`config.mk`:
```
export PLATFORM = sky130hd
export DESIGN_NAME = dtlv_in_stage
export DESIGN_NICKNAME = d
export VERILOG_FILES = /design/src/dtlv_pkg.sv /design/src/dtlv_in_stage.sv
export SDC_FILE = /design/constraint.sdc
export NUM_CORES = 1
export LEC_CHECK = 0
export BUFFER_PORTS_ARGS = -buffer_cell sky130_fd_sc_hd__buf_2
export CELL_PAD_IN_SITES_DETAIL_PLACEMENT = 1
export CELL_PAD_IN_SITES_GLOBAL_PLACEMENT = 1
export CORE_AREA = 2 2 39 41
export DETAILED_ROUTE_END_ITERATION = 8
export DIE_AREA = 0 0 41 43
export GPL_TIMING_DRIVEN = 0
export PLACE_DENSITY_LB_ADDON = 0.2
export RECOVER_POWER = 50
export SLEW_MARGIN = 20
export SYNTH_ARGS = -nofsm -noshare
export SYNTH_HDL_FRONTEND = slang
export SYNTH_SLANG_ARGS = --single-unit
```
`constraint.sdc`:
```
create_clock -name clock -period 0.8 [get_ports clock]
set_input_delay 0.08 -clock clock [delete_from_list [all_inputs] [get_ports clock]]
set_output_delay 0.08 -clock clock [all_outputs]
set_load 0.02 [all_outputs]
```
`src/dtlv_pkg.sv`:
```
`timescale 1ns / 1ps

package dtlv_pkg;

   localparam int SizeWidth     = 21;
   localparam int ByteWidth     = 8;
   localparam int LenCountWidth = 4;

   localparam logic [SizeWidth-1:0] MaxBuffer = SizeWidth'(1048576);
   localparam logic [6:0] MaxLenBytes = 7'(8);

   typedef enum logic [2:0] {
      EV_TAG = 3'd0,
      EV_LEN = 3'd1,
      EV_HDR = 3'd2,
      EV_VAL = 3'd3,
      EV_ERR = 3'd4
   } event_type;

   typedef enum logic [2:0] {
      ERR_NONE     = 3'd0,
      ERR_TRUNC    = 3'd1,
      ERR_BADCOUNT = 3'd2,
      ERR_TOOLONG  = 3'd3,
      ERR_PAST     = 3'd4
   } error_type;

   typedef enum logic [3:0] {
      PH_TAG   = 4'b0001,
      PH_LEN1  = 4'b0010,
      PH_LENN  = 4'b0100,
      PH_VALUE = 4'b1000
   } phase_type;

   typedef struct packed {
      event_type              event_res;
      logic [ByteWidth-1:0]   tag_value;
      logic [SizeWidth-1:0]   item_length;
      logic [ByteWidth-1:0]   value_byte;
      logic                   last_of_value;
      error_type              error_code;
      logic [SizeWidth-1:0]   byte_offset;
   } rsp_beat_type;

endpackage

```
`src/dtlv_in_stage.sv`:
```
`timescale 1ns / 1ps

module dtlv_in_stage import dtlv_pkg::*; (
   input  logic                 clock,
   input  logic                 reset,
   input  logic                 req_valid,
   output logic                 req_ready,
   input  logic [ByteWidth-1:0] req_data_byte,
   input  logic                 take,
   output logic                 step,
   output logic [ByteWidth-1:0] byte_out
);

   logic                 valid_ff, valid_in;
   logic [ByteWidth-1:0] byte_ff, byte_in;

   // The held byte moves on when the result register can take it.
   assign step      = valid_ff & take;
   assign req_ready = ~valid_ff | step;
   assign byte_out  = byte_ff;

   always_comb begin
      valid_in = valid_ff;
      byte_in  = byte_ff;
      if (req_ready) begin
         valid_in = req_valid;
         byte_in  = req_data_byte;
      end
   end

   always_ff @(posedge clock) begin
      if (reset) begin
         valid_ff <= 1'b0;
      end else begin
         valid_ff <= valid_in;
      end
      byte_ff <= byte_in;
   end

endmodule

```
Yosys cells after proc, flatten, opt, wreduce, memory -nomap -nowiden
Cells that the tools add are included.
- register bits after elaboration: 9
- output and inout port bits: 10
- input port bits: 12
- logic and storage cells: 5
- bitwise logic cells: 3
- operators by type and width (cell ; count):
    AND 1 bit ; 1
    inverter 1 bit ; 1
    OR 1 bit ; 1

Depth between registers and ports, before layout
- word-level depth: 2
- depth in mapped cells: 2
- gate-level depth less buffers: 2

Worst setup path after synthesis
Ideal clock, no wire load.
- kind: register -> register
- start: register valid_ff
- end: register byte_ff[0] (netlist: byte_out[0]) (enable)
- data required time: 0.486 ns
- library setup time: 0.314 ns
- cell stages (with the launch flop): 2
- buffers on the path: 0
- arrival time: 0.464 ns
- path slack: 0.022 ns
- clock period less this slack: 0.778 ns
- cells stage by stage: dfxtp_1 -> nand2b_4
- cells in the longest elaborated chain, start to end: 2
- elaborated cells between the ends (all ways): 3
- RTL lines (item ; RTL line ; source):
    from (decl) ; dtlv_in_stage.sv:14 ; logic valid_ff, valid_in;
    from (signal assigned) ; dtlv_in_stage.sv:35 ; valid_ff <= valid_in;
    AND 1 bit or inverter 1 bit (tied branches) ; dtlv_in_stage.sv:18, dtlv_in_stage.sv:19 ;
    OR 1 bit (*) ; dtlv_in_stage.sv:19 ; assign req_ready = ~valid_ff | step;
    via req_ready ; dtlv_in_stage.sv:7 ; output logic req_ready,
    to (signal assigned) ; dtlv_in_stage.sv:37 ; byte_ff <= byte_in;
    to (decl) ; dtlv_in_stage.sv:15 ; logic [ByteWidth-1:0] byte_ff, byte_in;
Mark *: on every way through the listed nets, which the timed path passes. The rest lies on a longest branch.
A chain may end at the register's enable or synchronous reset.

Worst setup path in the final report
- start: register valid_ff
- end: output step
- cells in the longest elaborated chain, start to end: 1
- RTL lines (item ; RTL line ; source):
    AND 1 bit ; dtlv_in_stage.sv:18 ; assign step = valid_ff & take;
    to (decl) ; dtlv_in_stage.sv:10 ; output logic step,
Every way passes these cells.

==> metrics <==
Setup CP Type reg2out; Antenna Cells 0; met1 Resource Use GR 0.0576; Max FO, Critical Path 2; Overflow after GRT 0; Worst-Skew Late Latency 0.25 ns; nets 62; failing checks negative setup slack; Synth area leaders edfxtp_1 82%, dfxtp_1 6.8%, nand2b_4 4.7%; Worst Path Arrival 0.84 ns; clock sinks 9; sequential share of power 0.507; share of the synthesized area in the top cell type 0.817; Distinct cells, synth 6; largest net degree at the start of global routing 10; Worst slew margin 0.928; leading area contributor after synthesis edfxtp_1; IO Pins 22; share of cells above drive strength 1 0.612; Synth async-reset ratio 0; Vias/cell 3.83; Yosys reg bits 9; clock transition at the registers of the reported paths 0.06 ns; Tot Pwr 1.11 mW; Avg WL per Cell 9.43 µm; Pwr per Cell Area 1750 nW/µm²; IO Port Bufs 21; H-tree depth 1; placed instance area 419 µm²; Tmin final 0.924 ns; gr busiest metal met2; Post-synth EDFFs 8; combinational fraction of design power 0.184; post-route clock skew 0.000176 ns; Final Hold Viols 0; die width 41 µm; Core Region 1380 µm²; crit path launch type flip-flop; Slew @ Worst Pin 0.109 ns; Die Area 1760 µm²; gr usage total 0.0867; CTS tree done; count leader, synth edfxtp_1; WP buf/inv 1; CP Capture Type output pin; met2 Usage GRT 0.156; cell area after synthesis 294 µm²; vias in the first global route 257; YS warnings 0; Routed Antenna Nets 0; max_cap viols 0; clock buffer count from CTS 3; Vert. Die Dim 43 µm; WL final 613 µm; DR iter-0 viols 2; syn_area_per_cell 22.6 µm²; drc violations 0; Core Util, Final 0.458; RSZ-0062 raised after global routing true; Area Overhead vs Synth 116%; Slew Viols, Final 0; P_leak 0.286 nW; Hold Path Class in2reg; cell family with the largest share of critical-path delay flip-flops; GP Congestion 0.532; Psw 0.244 mW; slowest CP cell dfxtp_2; post-synthesis net count 25; deepest clock path buffer count 2; Required @ worst endpoint 0.72 ns; sequential area share after synthesis 0.885; first-pass GRT wire length 924 µm; sw frac 0.220; peak supply drop 0.613 mV; row count 14; routed vias 249; M3 GR Usage 0.0314; count of final setup violators 18; Pint 0.865 mW; Synth Flop Type edfxtp_1; Post-Layout Inst Area 634 µm²; outcome finished with violations; crit-path max cell delay 0.35 ns; final worst slack -0.124 ns; Post-Synthesis Cells 13; DRT Pass-1 Iters 3; Final Cycle Share 1.15; CP cell instances and2_4 -> buf_6; Fmax achieved 1.08 GHz; starting density of the core 0.212; clock network power share 0.309; initial antenna violation count 0; CTS root buffer clkbuf_4
metal layers:
metal	part of all wire	vias to the layer above
li1	-	120
met4	0	0
met5	0	-
met1	0.31	118
met3	0.083	0
met2	0.61	11
state kept, by name, indices dropped and copies added (netlist names):
name and count:
byte_out 8, valid_ff 1
cell families after synthesis:
group	after synthesis	synth area share
AND/OR/NAND/NOR	2	0.0723
flip-flops	9	0.885
buffers and inverters	1	0.0128
AO/OA/AOI/OAI	1	0.0298
path summary, 6_finish.rpt:
check / depth (start not counted) / to / slack [ns] / start
max: 2 / step / -0.12 / valid_ff
min: 3 / valid_ff / 0.05 / req_valid
max reg2reg: 2 / byte_out[1] / -0.04 / valid_ff
min reg2reg: 3 / valid_ff / 0.64 / valid_ff
through the flow:
| stage | setup TNS [ns] | hold slack (ns) | setup WS [ns] | std cells |
|---|---|---|---|---|
| 3_3_place_gp | 0 | 0.239 | 0.0389 | 50 |
| 4_1_cts | -0.970 | 0.00138 | -0.140 | 63 |
| 5_1_grt | -1.43 | 0.0488 | -0.160 | 65 |
| 6_report | -0.857 | 0.0508 | -0.124 | 65 |
| 3_5_place_dp | 0 | 0.248 | 0.0298 | 50 |
| 2_1_floorplan | 0 | 0.142 | 0.0220 | 13 |
worst reg2reg max path: cells and delay by family, from the launching register on:
| family | cells | cell delay, ns |
|---|---|---|
| flip-flops | 1 | 0.33 |
| AND/OR/NAND/NOR | 1 | 0.09 |
| buffers and inverters | 1 | 0.14 |
power groups by stage:
stage          clock (mW)  combinational, mW  sequential (mW)
2_1_floorplan           0             0.0225            0.604
3_3_place_gp            0              0.117            0.564
3_5_place_dp            0              0.120            0.566
4_1_cts             0.358              0.164            0.557
5_1_grt             0.388              0.219            0.565
6_report            0.343              0.204            0.562
final cells by class:
class | instances | area, µm²
Inverter | 1 | 3.75
Timing Repair Buffer | 32 | 292
Sequential cell | 9 | 262
Tap cell | 16 | 20.0
Fill cell | 151 | 749
Multi-Input combinational cell | 3 | 31.3
Clock buffer | 4 | 26.3
timing repair:
action / in CTS / in global routing
setup buffers: 1 / 0
setup endpoints to repair: 10 / 18
gates resized for setup: 7 / 15
gates cloned: 0 / 1
endpoints found under the hold margin: 8 / 1
hold buffers: 8 / 1
placed cells by master (no fill, tap or decap):
| master | n |
|---|---|
| and2_4 | 1 |
| buf_8 | 1 |
| a21oi_2 | 1 |
| nand2b_4 | 1 |
| buf_6 | 9 |
| clkbuf_4 | 3 |
| inv_1 | 1 |
| dfxtp_2 | 1 |
| dlygate4sd3_1 | 9 |
| buf_2 | 12 |
| clkbuf_1 | 1 |
| clkbuf_16 | 1 |
| edfxtp_1 | 8 |
Power figures use the tool's default switching activity.
