**src/dtlv_pkg.sv**
```systemverilog
`timescale 1ns / 1ps

package dtlv_pkg;

   localparam int SizeWidth     = 21;
   localparam int ByteWidth     = 8;
   localparam int LenCountWidth = 4;

   localparam logic [SizeWidth-1:0] MaxBuffer = SizeWidth'(1048576);
   localparam logic [6:0] MaxLenBytes = 7'(8);

   typedef enum logic [2:0] {
      EV_TAG = 3'd0,
      EV_LEN = 3'd1,
      EV_HDR = 3'd2,
      EV_VAL = 3'd3,
      EV_ERR = 3'd4
   } event_type;

   typedef enum logic [2:0] {
      ERR_NONE     = 3'd0,
      ERR_TRUNC    = 3'd1,
      ERR_BADCOUNT = 3'd2,
      ERR_TOOLONG  = 3'd3,
      ERR_PAST     = 3'd4
   } error_type;

   typedef enum logic [3:0] {
      PH_TAG   = 4'b0001,
      PH_LEN1  = 4'b0010,
      PH_LENN  = 4'b0100,
      PH_VALUE = 4'b1000
   } phase_type;

   typedef struct packed {
      event_type              event_res;
      logic [ByteWidth-1:0]   tag_value;
      logic [SizeWidth-1:0]   item_length;
      logic [ByteWidth-1:0]   value_byte;
      logic                   last_of_value;
      error_type              error_code;
      logic [SizeWidth-1:0]   byte_offset;
   } rsp_beat_type;

endpackage

```
**src/dtlv_out_stage.sv**
```systemverilog
`timescale 1ns / 1ps

module dtlv_out_stage import dtlv_pkg::*; (
   input  logic         clock,
   input  logic         reset,
   input  logic         step,
   input  rsp_beat_type beat_in,
   output logic         take,
   output logic         rsp_valid,
   input  logic         rsp_ready,
   output rsp_beat_type beat_out
);

   logic         valid_ff, valid_in;
   rsp_beat_type beat_ff, beat_in_d;

   assign take      = ~valid_ff | rsp_ready;
   assign rsp_valid = valid_ff;
   assign beat_out  = beat_ff;

   always_comb begin
      valid_in  = valid_ff;
      beat_in_d = beat_ff;
      if (take) begin
         valid_in  = step;
         beat_in_d = beat_in;
      end
   end

   always_ff @(posedge clock) begin
      if (reset) begin
         valid_ff <= 1'b0;
      end else begin
         valid_ff <= valid_in;
      end
      beat_ff <= beat_in_d;
   end

endmodule

```
**config.mk**
```make
export PLATFORM = sky130hd
export DESIGN_NAME = dtlv_out_stage
export DESIGN_NICKNAME = d
export VERILOG_FILES = /design/src/dtlv_pkg.sv /design/src/dtlv_out_stage.sv
export SDC_FILE = /design/constraint.sdc
export NUM_CORES = 1
export LEC_CHECK = 0
export ABC_CLOCK_PERIOD_IN_PS = 2600
export BUFFER_PORTS_ARGS = -buffer_cell sky130_fd_sc_hd__buf_2
export CORE_MARGIN = 5
export CORE_UTILIZATION = 43
export DETAILED_ROUTE_END_ITERATION = 6
export GPL_TIMING_DRIVEN = 0
export PLACE_DENSITY = 0.94
export RECOVER_POWER = 100
export SLEW_MARGIN = 20
export SYNTH_ARGS = -nofsm -noshare
export SYNTH_HDL_FRONTEND = slang
export SYNTH_SLANG_ARGS = --single-unit
export TNS_END_PERCENT = 5
```
**constraint.sdc**
```tcl
create_clock -name clock -period 2.6 [get_ports clock]
set_clock_uncertainty 0.2 [all_clocks]
set_input_delay 0.26 -clock clock [delete_from_list [all_inputs] [get_ports clock]]
set_output_delay 0.26 -clock clock [all_outputs]
set_load 0.05 [all_outputs]
```
; ---- Word level (Yosys, flattened, before mapping)
; Index checks and enable logic that the tools add are counted.
[totals]
reg_bits = 66
inputBits = 69
out_inout_bits = 67
elab_cells = 10
[op_classes]
n_bitwise = 2
[op_table]
columns = cell, n
row1 = $not A1 Y1, 1
row2 = $or A1 B1 Y1, 1

; ---- Depth between registers and ports, before layout
[depth]
ltp_word = 2
mapped_depth = 2
depth_no_buf = 2

; ---- Least setup slack after synthesis
; No wires, ideal clock.
[synth_path]
kind = register to register
start = register valid_ff, in the netlist rsp_valid
end = register beat_ff (netlist bit beat_out[0]) (enable)
setup_ns = 0.437
arrival_ns = 1.213
required_time_ns = 1.963
slack_ns = 0.750
path_stages_with_launch = 2
n_path_buf = 0
synth_period_minus_slack_ns = 1.850
cell_sequence = dfxtp_1 -> nand2b_4
[synth_via]
elab_chain_cells = 2
[synth_rtl]
columns = element, line_no
row1 = from (decl), dtlv_out_stage.sv:14  ; logic valid_ff, valid_in;
row2 = from (signal assigned), dtlv_out_stage.sv:34  ; valid_ff <= valid_in;
row3 = $not A1 Y1, dtlv_out_stage.sv:17  ; assign take = ~valid_ff | rsp_ready;
row4 = $or A1 B1 Y1, dtlv_out_stage.sv:17
row5 = named net take, dtlv_out_stage.sv:8  ; output logic take,
row6 = to (signal assigned), dtlv_out_stage.sv:36  ; beat_ff <= beat_in_d;
row7 = to (decl), dtlv_out_stage.sv:15  ; rsp_beat_type beat_ff, beat_in_d;
; The timed path passes the listed nets, and every way through them passes these cells.
; A chain may end at the register's enable or synchronous reset.

; ---- Worst setup path in the final report
[layout_path]
start = register valid_ff, in the netlist rsp_valid
end = output take
[layout_via]
elab_chain_cells = 2
[layout_rtl]
columns = element, line_no
row1 = $not A1 Y1, dtlv_out_stage.sv:17
row2 = $or A1 B1 Y1, dtlv_out_stage.sv:17
row3 = to (decl), dtlv_out_stage.sv:8
; Every way passes these cells.

==> impl_metrics.py <==
metrics = {
    "run_status": {
        "outcome": "complete, no violations",
    },
    "grt": {
        "grt_pass1_vias": 1801,
        "grt_pass1_wl_um": 9825,
        "grt_start_max_net_pins": 68,
        "antenna_found_initial": 1,
        "grt_use_total": 0.2282,
        "overflow": 0,
    },
    "floorplan": {
        "start_util": 0.4496,
        "design.die.area_sq_mm": 0.006111,
        "core_region_area_sq_mm": 0.004444,
        "num_rows": 24,
        "pin_count": 136,
        "die_y_um": 78.17,
        "fp.dieW_um": 78.17,
    },
    "logic_synthesis": {
        "postSynthCellCount": 69,
        "synth-async-reset-ratio": 0,
        "ys.flop_type": "edfxtp_1",
        "synth_top_cell_area_share": 0.9768,
        "syn_area_per_cell_sq_um": 28.96,
        "syn_nets": 138,
        "syn-cell-area_sq_mm": 0.001998,
        "ys_seq_area_frac": 0.9869,
        "synthTopCellsByCount": "edfxtp_1, a21oi_2, dfxtp_1, inv_1, nand2b_4",
        "yosys_warnings": 0,
        "synth_top_cell_by_area": "edfxtp_1",
        "synthDistinctLibCells": 5,
        "synth_edf_count": 65,
        "ys_seq_elements": 66,
        "post-synth-top-count-cell": "edfxtp_1",
        "synth_area_leaders": "edfxtp_1, dfxtp_1, nand2b_4, a21oi_2, inv_1",
    },
    "worst_hold_path": {
        "hp-class": "in2reg",
    },
    "drt": {
        "drtIter0Drc": 80,
        "num_vias": 1551,
        "drc_errors": 0,
        "ant_nets": 0,
        "vias_per_cell": 4.575,
        "totalWireLength_um": 6559,
        "dr.pass1.iters": 4,
        "wl_per_cell_um": 19.35,
    },
    "setup_path": {
        "crit_start": "rsp_valid$_SDFFE_PP0P_",
        "slowest_delay_ns": 0.62,
        "worstReg2RegEnd": "rsp_valid$_SDFFE_PP0P_",
        "worstPathMaxFanout": 67,
        "path_class": "reg2out",
        "critical_path_depth": 2,
        "crit_buf_inv": 1,
        "start_kind": "flop",
        "crit_chain": "nand2b_4, clkbuf_2",
        "critPathArrivalTime_ns": 1.74,
        "reg2regPathDepth": 3,
        "r2r_start": "rsp_valid$_SDFFE_PP0P_",
        "reg2reg_slack_ns": 0.47,
        "crit_slowest_cell": "nand2b_4",
        "cp-endpoint": "take",
        "end_kind": "primary output",
        "required_ns": 2.14,
        "crit_family": "simple AND/OR/NAND/NOR gates",
    },
    "timing": {
        "drv_slew": 0,
        "tightestPinTransition_ns": 0.8268,
        "timing.setup.tns_ns": 0,
        "setup_violations": 0,
        "fmax_mhz": 453.9,
        "grt_setup_unrepaired": "no",
        "period_share": 0.8473,
        "hold_viol_final": 0,
        "post-route-min-period_ns": 2.203,
        "relSlewSlack": 0.4488,
    },
    "cts": {
        "insertion_delay_ns": 0.33,
        "clk_path_buf_depth": 2,
        "cts_setup_buffers": 0,
        "clock-sinks": 66,
        "numCtsBuffers": 9,
        "clk_pin_slew_worst_paths_ns": 0.07,
        "clock-root-buffer": "clkbuf_8",
        "cts_tree": "built",
        "htree_levels": 3,
    },
    "finish": {
        "synthToLayoutAreaGrowth_pct": 74.89,
        "seqCellArea_sq_mm": 0.001972,
        "drive_above_1_share": 0.2552,
        "fillerInstances": 280,
        "multi_input_area_sq_um": 18.77,
        "instances_no_fill": 339,
        "fin_nets": 351,
    },
    "place": {
        "dp_hpwl_um": 3679,
        "routabilityCongestion": 0.6813,
        "dpl.cell_count": 256,
        "io_buffers": 135,
    },
    "pwr": {
        "cellPowerDensity_mw_per_mm2": 729.4,
        "peakVddDrop_uv": 501.4,
        "p_leak_nw": 1.385,
    },
    "flow_run": {
        "cap_viol_max_count": 0,
    },
}
-- routing by layer --
layer  wire length [um]  global-route usage
met2               3319              0.3724
met5                  0                   0
met1               2234              0.2376
met4                200              0.1381
met3                805              0.1121
-- worst min path at each step --
stage                start  slack (ns)  cells past startpoint                     end
4_1_cts         beat_in[4]        0.42                      2   beat_out[4]$_DFFE_PP_
3_3_place_gp         reset        0.22                      2  rsp_valid$_SDFFE_PP0P_
3_5_place_dp         reset        0.22                      2  rsp_valid$_SDFFE_PP0P_
6_report       beat_in[46]        0.43                      2  beat_out[46]$_DFFE_PP_
2_1_floorplan        reset        0.12                      1  rsp_valid$_SDFFE_PP0P_
5_1_grt        beat_in[46]        0.42                      2  beat_out[46]$_DFFE_PP_
-- final cells by class --
class	instances	area share
Sequential cell	66	0.5643
Tap cell	52	0.01862
Clock inverter	6	0.01683
Clock buffer	9	0.03545
Timing Repair Buffer	202	0.3577
Multi-Input combinational cell	2	0.005371
Antenna cell	1	0.0007161
Inverter	1	0.001074
-- worst reg2reg max path, stage by stage, from the launching register on --
cell	delay, ns
dfxtp_1	0.35
nand2b_4	0.62
a21oi_1	0.21
dlygate4sd3_1	0.62
-- registers in the layout (all words and copies together), names as in the netlist --
| register | cells |
|---|---|
| beat_out | 65 |
| rsp_valid | 1 |
-- repair_timing --
item | 4_1_cts | 5_1_grt
gates resized for setup | 0 | 0
hold buffers | 67 | 0
endpoints found under the setup margin | 0 | 0
hold endpoints to repair | 66 | 0
-- power by group --
part | internal, mW | switching, mW | total [mW] | leakage (nW)
Combinational | 0.127 | 0.337 | 0.464 | 0.614
Clock | 0.430 | 0.378 | 0.809 | 0.0885
Sequential | 1.25 | 0.0251 | 1.28 | 0.682
Total | 1.81 | 0.740 | 2.55 | 1.38
-- kinds of logic (layout without fill, tap and decap cells) --
family                 count (synthesis)  after routing  share of synthesized area
buffers and inverters                  1            218                   0.001877
flip-flops                            66             66                     0.9868
other                                  0              1                          0
AND/OR/NAND/NOR                        1              1                   0.006886
AO/OA/AOI/OAI                          1              1                   0.004384
-- layout by cell type, fill, tap and decap left out --
cell | synthesis | routed
clkinv_1 | 0 | 1
diode_2 | 0 | 1
a21oi_1 | 0 | 1
dfxtp_1 | 1 | 1
dlygate4sd3_1 | 0 | 67
buf_2 | 0 | 57
clkbuf_8 | 0 | 9
nand2b_4 | 1 | 1
clkinvlp_4 | 0 | 2
edfxtp_1 | 65 | 65
clkinv_2 | 0 | 2
clkbuf_1 | 0 | 77
bufinv_16 | 0 | 1
clkbuf_2 | 0 | 1
inv_1 | 1 | 1
-- stage by stage --
stage | utilization | instance area, sq um | hold slack, ns | worst slack, ns | total power [mW]
4_1_cts | 0.8083 | 3592 | 0.4170 | 0.3958 | 2.560
6_report | 0.7863 | 3495 | 0.4330 | 0.3970 | 2.549
3_3_place_gp | 0.6163 | 2739 | 0.2205 | 0.7448 | 1.681
5_1_grt | 0.7863 | 3495 | 0.4202 | 0.2882 | 2.634
2_1_floorplan | - | 1998 | 0.1224 | 0.7505 | 1.568
3_5_place_dp | 0.6163 | 2739 | 0.2206 | 0.7003 | 1.693
Power figures use the tool's default switching activity.
