**config.mk**
```make
export PLATFORM = sky130hd
export DESIGN_NAME = dtlv_decoder
export DESIGN_NICKNAME = d
export VERILOG_FILES = /design/src/dtlv_pkg.sv /design/src/dtlv_decoder.sv
export SDC_FILE = /design/constraint.sdc
export NUM_CORES = 1
export LEC_CHECK = 0
export BUFFER_PORTS_ARGS = -buffer_cell sky130_fd_sc_hd__clkbuf_2
export CAP_MARGIN = 20
export CORE_UTILIZATION = 45
export DETAILED_ROUTE_END_ITERATION = 10
export HOLD_SLACK_MARGIN = 0.05
export PLACE_DENSITY = 0.61
export SETUP_SLACK_MARGIN = 0.1
export SYNTH_ARGS = -nofsm -noshare
export SYNTH_HDL_FRONTEND = slang
export SYNTH_SLANG_ARGS = --single-unit
```
**constraint.sdc**
```tcl
create_clock -name clock -period 13.7 [get_ports clock]
set_input_delay 1.37 -clock clock [delete_from_list [all_inputs] [get_ports clock]]
set_output_delay 1.37 -clock clock [all_outputs]
set_load 0.005 [all_outputs]
```
**src/dtlv_pkg.sv**
```systemverilog
`timescale 1ns / 1ps

package dtlv_pkg;

   localparam int SizeWidth     = 21;
   localparam int ByteWidth     = 8;
   localparam int LenCountWidth = 4;

   localparam logic [SizeWidth-1:0] MaxBuffer = SizeWidth'(1048576);
   localparam logic [6:0] MaxLenBytes = 7'(8);

   typedef enum logic [2:0] {
      EV_TAG = 3'd0,
      EV_LEN = 3'd1,
      EV_HDR = 3'd2,
      EV_VAL = 3'd3,
      EV_ERR = 3'd4
   } event_type;

   typedef enum logic [2:0] {
      ERR_NONE     = 3'd0,
      ERR_TRUNC    = 3'd1,
      ERR_BADCOUNT = 3'd2,
      ERR_TOOLONG  = 3'd3,
      ERR_PAST     = 3'd4
   } error_type;

   typedef enum logic [3:0] {
      PH_TAG   = 4'b0001,
      PH_LEN1  = 4'b0010,
      PH_LENN  = 4'b0100,
      PH_VALUE = 4'b1000
   } phase_type;

   typedef struct packed {
      event_type              event_res;
      logic [ByteWidth-1:0]   tag_value;
      logic [SizeWidth-1:0]   item_length;
      logic [ByteWidth-1:0]   value_byte;
      logic                   last_of_value;
      error_type              error_code;
      logic [SizeWidth-1:0]   byte_offset;
   } rsp_beat_type;

endpackage

```
**src/dtlv_decoder.sv**
```systemverilog
`timescale 1ns / 1ps

module dtlv_decoder import dtlv_pkg::*; (
   input  logic                 clock,
   input  logic                 reset,
   input  logic                 csr_write_enable,
   input  logic [SizeWidth-1:0] csr_write_data,
   input  logic                 step,
   input  logic [ByteWidth-1:0] data_byte,
   output rsp_beat_type         beat
);

   logic [SizeWidth-1:0]     size_ff, size_in;
   phase_type                phase_ff, phase_in;
   logic [ByteWidth-1:0]     tag_ff, tag_in;
   logic [SizeWidth-1:0]     acc_ff, acc_in;
   logic                     big_ff, big_in;
   logic [LenCountWidth-1:0] left_ff, left_in;
   logic [SizeWidth-1:0]     vleft_ff, vleft_in;
   logic [SizeWidth-1:0]     pos_ff, pos_in;
   error_type                err_ff, err_in;

   logic [SizeWidth-1:0]     size_eff;
   logic                     past_end;
   logic [SizeWidth-1:0]     rem;
   logic [6:0]               count;
   logic [SizeWidth-1:0]     acc_shift;
   logic                     big_shift;
   logic [LenCountWidth-1:0] left_dec;
   logic [SizeWidth-1:0]     vleft_dec;
   logic [SizeWidth-1:0]     short_len;

   assign size_eff  = (size_ff > MaxBuffer) ? MaxBuffer : size_ff;
   assign past_end  = pos_ff >= size_eff;
   assign rem       = size_eff - pos_ff - SizeWidth'(1);
   assign count     = data_byte[6:0];
   assign short_len = SizeWidth'(data_byte[6:0]);

   // Only the low bits of the long-form length are kept; anything shifted out
   // above them already exceeds every possible remainder.
   assign acc_shift = {acc_ff[SizeWidth-ByteWidth-1:0], data_byte};
   assign big_shift = big_ff | (|acc_ff[SizeWidth-1:SizeWidth-ByteWidth]);
   assign left_dec  = left_ff - LenCountWidth'(1);
   assign vleft_dec = (vleft_ff != '0) ? vleft_ff - SizeWidth'(1) : vleft_ff;

   always_comb begin
      size_in  = size_ff;
      phase_in = phase_ff;
      tag_in   = tag_ff;
      acc_in   = acc_ff;
      big_in   = big_ff;
      left_in  = left_ff;
      vleft_in = vleft_ff;
      pos_in   = pos_ff;
      err_in   = err_ff;

      beat               = '0;
      beat.event_res     = EV_ERR;
      beat.error_code    = ERR_NONE;
      beat.byte_offset   = pos_ff;

      if (err_ff == ERR_NONE && past_end) begin
         err_in = ERR_PAST;
      end else if (err_ff == ERR_NONE) begin
         case (phase_ff)
            PH_TAG: begin
               tag_in = data_byte;
               if (rem == '0) begin
                  err_in = ERR_TRUNC;
               end else begin
                  beat.event_res = EV_TAG;
                  phase_in       = PH_LEN1;
               end
            end
            PH_LEN1: begin
               if (data_byte[7]) begin
                  if (count == '0 || count > MaxLenBytes
                      || SizeWidth'(count) > rem) begin
                     err_in = ERR_BADCOUNT;
                  end else begin
                     beat.event_res = EV_LEN;
                     acc_in         = '0;
                     big_in         = 1'b0;
                     left_in        = count[LenCountWidth-1:0];
                     phase_in       = PH_LENN;
                  end
               end else if (short_len > rem) begin
                  err_in = ERR_TOOLONG;
               end else begin
                  beat.event_res     = EV_HDR;
                  beat.item_length   = short_len;
                  beat.last_of_value = (short_len == '0);
                  vleft_in           = short_len;
                  phase_in           = (short_len == '0) ? PH_TAG : PH_VALUE;
               end
            end
            PH_LENN: begin
               acc_in  = acc_shift;
               big_in  = big_shift;
               left_in = left_dec;
               if (left_dec != '0) begin
                  beat.event_res = EV_LEN;
               end else if (big_shift || acc_shift > rem) begin
                  err_in = ERR_TOOLONG;
               end else begin
                  beat.event_res     = EV_HDR;
                  beat.item_length   = acc_shift;
                  beat.last_of_value = (acc_shift == '0);
                  vleft_in           = acc_shift;
                  phase_in           = (acc_shift == '0) ? PH_TAG : PH_VALUE;
               end
            end
            PH_VALUE: begin
               beat.event_res  = EV_VAL;
               beat.value_byte = data_byte;
               vleft_in        = vleft_dec;
               if (vleft_dec == '0) begin
                  beat.last_of_value = 1'b1;
                  phase_in           = PH_TAG;
               end
            end
            default: begin
               phase_in = PH_TAG;
            end
         endcase
         if (err_in == ERR_NONE) begin
            pos_in = pos_ff + SizeWidth'(1);
         end
      end

      // Once an error is raised every beat reports it and the offset freezes.
      if (err_in != ERR_NONE) begin
         beat.event_res     = EV_ERR;
         beat.item_length   = '0;
         beat.value_byte    = '0;
         beat.last_of_value = 1'b0;
         beat.error_code    = err_in;
      end
      beat.tag_value = tag_in;

      if (csr_write_enable) begin
         size_in = csr_write_data;
      end
   end

   always_ff @(posedge clock) begin
      if (reset || csr_write_enable) begin
         size_ff  <= reset ? '0 : size_in;
         phase_ff <= PH_TAG;
         tag_ff   <= '0;
         acc_ff   <= '0;
         big_ff   <= 1'b0;
         left_ff  <= '0;
         vleft_ff <= '0;
         pos_ff   <= '0;
         err_ff   <= ERR_NONE;
      end else if (step) begin
         phase_ff <= phase_in;
         tag_ff   <= tag_in;
         acc_ff   <= acc_in;
         big_ff   <= big_in;
         left_ff  <= left_in;
         vleft_ff <= vleft_in;
         pos_ff   <= pos_in;
         err_ff   <= err_in;
      end
   end

endmodule

```
# Word-level counts from Yosys, hierarchy flattened
# Cells that the tools add are included.
# Widths: inputs -> output; s select.
# totals
latch_bits	0
regBits	104
mem_bits_rw	0
input_bits	33
elab_cells	125
memories	0
romBits	0
# op_classes
add_sub_neg	5
div_mod_pow	0
eq_ne	14
multipliers	0
bitwise	2
n_mux	66
magnitude_cmp	5
reduce_logical	24
shifts	0
# ops
op	n
$mux 21	11
$logic_not 21->1	4
$pmux 21 s2	2
$pmux 21 s3	1
$mux 30	2
$mux 3	19
$mux 4	11
$sub 21x1->21 const B	2
$mux 33	1
$mux 8	4
$add 21x1->21 const B	1
$ge 21x21->1	1
$gt 21x21->1	1
$gt 21x21->1 const B	1
$gt 7x21->1	1
$reduce_bool 21->1	1
$sub 21x21->21	1
$ne 2x2->1 const B	8
$pmux 4 s4	1
$mux 7	2
$pmux 3 s4	1
$pmux 3 s3	1
$reduce_and 9->1	1
$pmux 4 s2	1
other kinds (24)	37

# Logic depth before layout (Yosys ltp)
# logic_depth
depth_word	15
mapped_depth	28
ltp_nobuf	25

# Worst setup path after synthesis
# No wires, ideal clock.
# synth_path
kind	register to output
from	reg size_ff[15]
to	out beat[62] (netlist name)
required_time_ps	12330
setup_slack_ps	7113
n_path_buf	2
arrival_ps	5217
path_stages_with_launch	24
path_cell_list	edfxtp_1 -> nor4_1 -> nand3_1 -> o21ai_1 -> nand2_1 -> inv_1 -> ha_1 -> buf_2 -> a21o_1 -> or4_4 -> or4_1 -> nand3_2 -> ha_1 -> nand4_1 -> nor2_1 -> a211o_1 -> nor3_1 -> a22o_1 -> o211ai_1 -> a211oi_1 -> a211oi_4 -> buf_6 -> a2111o_1 -> a21oi_1
# synth_rtl
element	line_no	rtl
start, declared	dtlv_decoder.sv:13	logic [SizeWidth-1:0] size_ff, size_in;
start signal, assigned	dtlv_decoder.sv:148	size_ff <= reset ? '0 : size_in;
end, declared	dtlv_decoder.sv:10	output rsp_beat_type beat

==> summary.md <==
| Metric | Value |
|---|---|
| Outcome | complete, no violations |
| Die Ht | 138 µm |
| Leading register cell type out of synthesis | dfxtp_1 |
| Kind of critical path | flip-flop to output port |
| Cell count after placement | 1,316 |
| Most frequent cells in the layout | clkbuf_2 (97), nand2_1 (90), nor2_1 (85) |
| Largest net degree at the start of global routing | 79 |
| CTS max path bufs | 2 |
| Area grow syn2layout | 10.9% |
| Ordered cell list for the critical path | nor4_1 -> nand3_1 -> o21ai_1 -> nand2_1 -> inv_1 -> ha_1 -> a21oi_1 -> nor2_1 -> or4_4 -> a21o_1 -> a22oi_1 -> nand3_2 -> ha_1 -> nand4_1 -> nor4_1 -> o31ai_1 -> a22o_1 -> o211ai_1 -> a21oi_1 -> a211oi_4 -> nor4_2 -> and2_1 -> clkbuf_2 |
| Worst Path Arrival | 6890 ps |
| Synth unique cells | 91 |
| Later-pin clock latency in the skew report | 360 ps |
| Worst Skew | 10.2 ps |
| Cells after synthesis | 1,040 |
| CTS Buf Count | 9 |
| Drc violations | 0 |
| Cts repair resizes | 0 |
| FP Rows | 49 |
| Slew Viols, Final | 0 |
| Fillers | between 1,500 and 2,000 |
| Initial DRT Pass Iterations | 5 |
| Worst Setup End Kind | output port |
| Achievable Freq | 121 MHz |
| Slowest cell on crit path | a211oi_4 |
| Die width | 138 µm |
| Dpl hpwl | 17.7 mm |
| Largest family of logic cells by synthesized area | simple AND/OR/NAND/NOR gates |
| CTS Sinks | 104 |
| Quantity of I/O buffers inserted on ports | 97 |
| Yosys reg bits | 104 |
| Initial antenna violation count | 0 |
| Post-Route WL | ~24 mm |
| Hold_ws | between 400 and 500 ps |
| Routed WL per cell | between 15 and 20 µm |
| PD cells | slightly above 90 nW/µm² |
| First-pass GRT wire length | 37.8 mm |
| Post-synth EDFFs | 21 |
| Antenna Violating Nets Remaining | 0 |
| Avg Vias per Cell | 5.94 |
| Final period util | 60.3% |
| Final nets | 1,198 |
| Final Util | 51.1% |
| Share of layout cells above drive strength 1 | roughly 15% |
| Mux share of post-synthesis cell area | 2.06% |
| Simple-gate share of the synthesized area | 26.9% |
| Post-Layout Cell Count | ~1,300 |
| CTS tree | yes |
| Clk pin slew, worst setup/hold paths | 70 ps |
| Number of global-route vias before repair | 6,954 |
| Synth Warn # | 0 |
| Average cell area after synthesis | 7.99 µm² |
| Initial detailed-routing violation count | 557 |
| Fin crit period | just over 8000 ps |
| Async set or reset register ratio after synthesis | 0% |
| Xor and xnor area share after synthesis | approximately 2.5% |
| VDD IR-drop max | 0.0000674 V |
| Yosys top cell by area | dfxtp_1 |
| Commonest non-fill, non-tap cell in the layout | clkbuf_2 |
| CP Launch Type | flip-flop |
| Gr ovfl total | 0 |
| HP Class | flip-flop to flip-flop |
| Setup violations, final | 0 |
| GRT Util Overall | between 20 and 30% |
| Core area | roughly 18,000 µm² |
| Top-Level Pins | 98 |
| Mapped Nets | 1,140 |
| Share of the synthesized area in the top cell type | between 20 and 25% |
| Worst stage delay on the critical path | around 800 ps |
| Sequential area share after synthesis | 27.6% |
| Antenna Cells | 0 |
| Starting density of the core | 46.1% |
| Fin Setup TNS | 0 ps |
| Postcts setup bufs | 0 |
| CP required | 12,330 ps |
| Worst-path maximum fanout | 20 |
| Hold Fails Final Rpt | 0 |
| GPL Wtd Cong | 0.905 |
| Post-CTS Hold Buffers | 0 |
| Max-Cap Viols | 0 |
| RSZ-0062 raised after global routing | false |
| Via count | 7,916 |
| Worst-Margin Slew | 1020 ps |
| Post-synthesis adder-cell area fraction | 10.2% |
| Compound-cell area share of the yosys netlist | roughly a quarter |
| Leakage | 0.00385 µW |
| Top post-synthesis cells by area | dfxtp_1 (20%), ha_1 (9.9%), edfxtp_1 (7.6%), a21oi_1 (4.5%), nand2_1 (4.1%) |
| Die Area | 19,000 µm² |
| Synth Cell Area | 8310 µm² |
| Slew HR | between 30% and 40% |
| Root buffer cell | clkbuf_16 |
| H-tree depth | 3 |
==> sequential cells by signal, indices dropped and copies added (netlist names) <==
register and flops:
left_ff 4, size_ff 21, vleft_ff 21, tag_ff 8, phase_ff 4, err_ff 3
big_ff 1, acc_ff 21, pos_ff 21
==> routing by layer <==
metal  up-vias  track usage (%)  routed length (µm)  part of all wire, %
met1      3725             36.7               12000                   50
met3        30             4.17                1150                  4.8
li1       3943                -                   -                    -
met2       218             39.9               10600                   44
met4         0             6.88                 379                  1.6
met5         -                0                   0                    0
==> through the flow <==
step	setup WS [ps]	area, µm²	total power, µW
global placement	6120	8880	552
global route	4910	9220	887
finish	5440	9220	843
CTS	5520	9220	847
detailed placement	5950	8880	553
floorplan	7110	8310	498
==> worst max-delay path, delay by kind of cell (launching register included) <==
kind / cells / cell delay, ps
AOI/OAI and AO/OA: 9 / 2850
and+or+nand+nor: 10 / 2410
adders and majority gates: 2 / 650
DFF: 1 / 410
buffers and inverters: 2 / 200
==> logic make-up (layout without fill, tap and decap cells) <==
family / count (synthesis) / after routing
flops: 104 / 104
simple gates: 423 / 423
xor+xnor: 22 / 22
compound gates: 284 / 284
mux: 16 / 16
buf+inv: 124 / 187
fa+ha+maj: 67 / 67
==> cells in the mapped netlist, types with 4 or more instances <==
| library cell | count |
|---|---|
| a32o_1 | 5 |
| edfxtp_1 | 21 |
| mux2_2 | 8 |
| nor2_1 | 85 |
| xnor2_1 | 13 |
| a31oi_1 | 5 |
| inv_1 | 64 |
| and2_1 | 32 |
| buf_2 | 12 |
| nand3_1 | 35 |
| and3_1 | 10 |
| ha_1 | 66 |
| a21oi_1 | 75 |
| xor2_1 | 8 |
| a22oi_1 | 8 |
| or4_1 | 24 |
| nand2_1 | 90 |
| a21o_1 | 15 |
| nand4_1 | 14 |
| o21a_1 | 7 |
| or2_2 | 4 |
| dfxtp_1 | 83 |
| o21ai_1 | 5 |
| o211ai_1 | 10 |
| o21ai_0 | 39 |
| mux2i_1 | 7 |
| or3_1 | 8 |
| nor4_1 | 23 |
| nor3_1 | 40 |
| a22o_1 | 25 |
| nor2b_1 | 28 |
| nand3b_1 | 6 |
| o31ai_1 | 26 |
| clkbuf_1 | 37 |
| a211oi_1 | 10 |
| buf_6 | 4 |
==> power breakdown <==
part | switching [µW] | internal (µW) | total (µW)
sequential | 5.59 | 320 | 326
clock | 128 | 165 | 293
combinational | 140 | 84.2 | 224
==> worst paths after layout <==
path                    start          to  slack [ps]  cells after the start
setup / recovery  size_ff[12]    beat[31]        5440                     23
hold reg to reg     tag_ff[7]   tag_ff[7]         480                      2
hold / removal      tag_ff[7]   tag_ff[7]         480                      2
setup reg to reg  size_ff[12]  pos_ff[14]        6910                     23
==> layout make-up <==
cell class	instances	area [µm²]	area share, %
clock buffer	9	225	2.44
clock inverter	7	109	1.18
inverter	66	248	2.69
multi-input combinational	812	5510	59.8
sequential	104	2290	24.9
tap	229	287	3.11
timing repair buffer	105	546	5.92
Power figures use the tool's default switching activity.
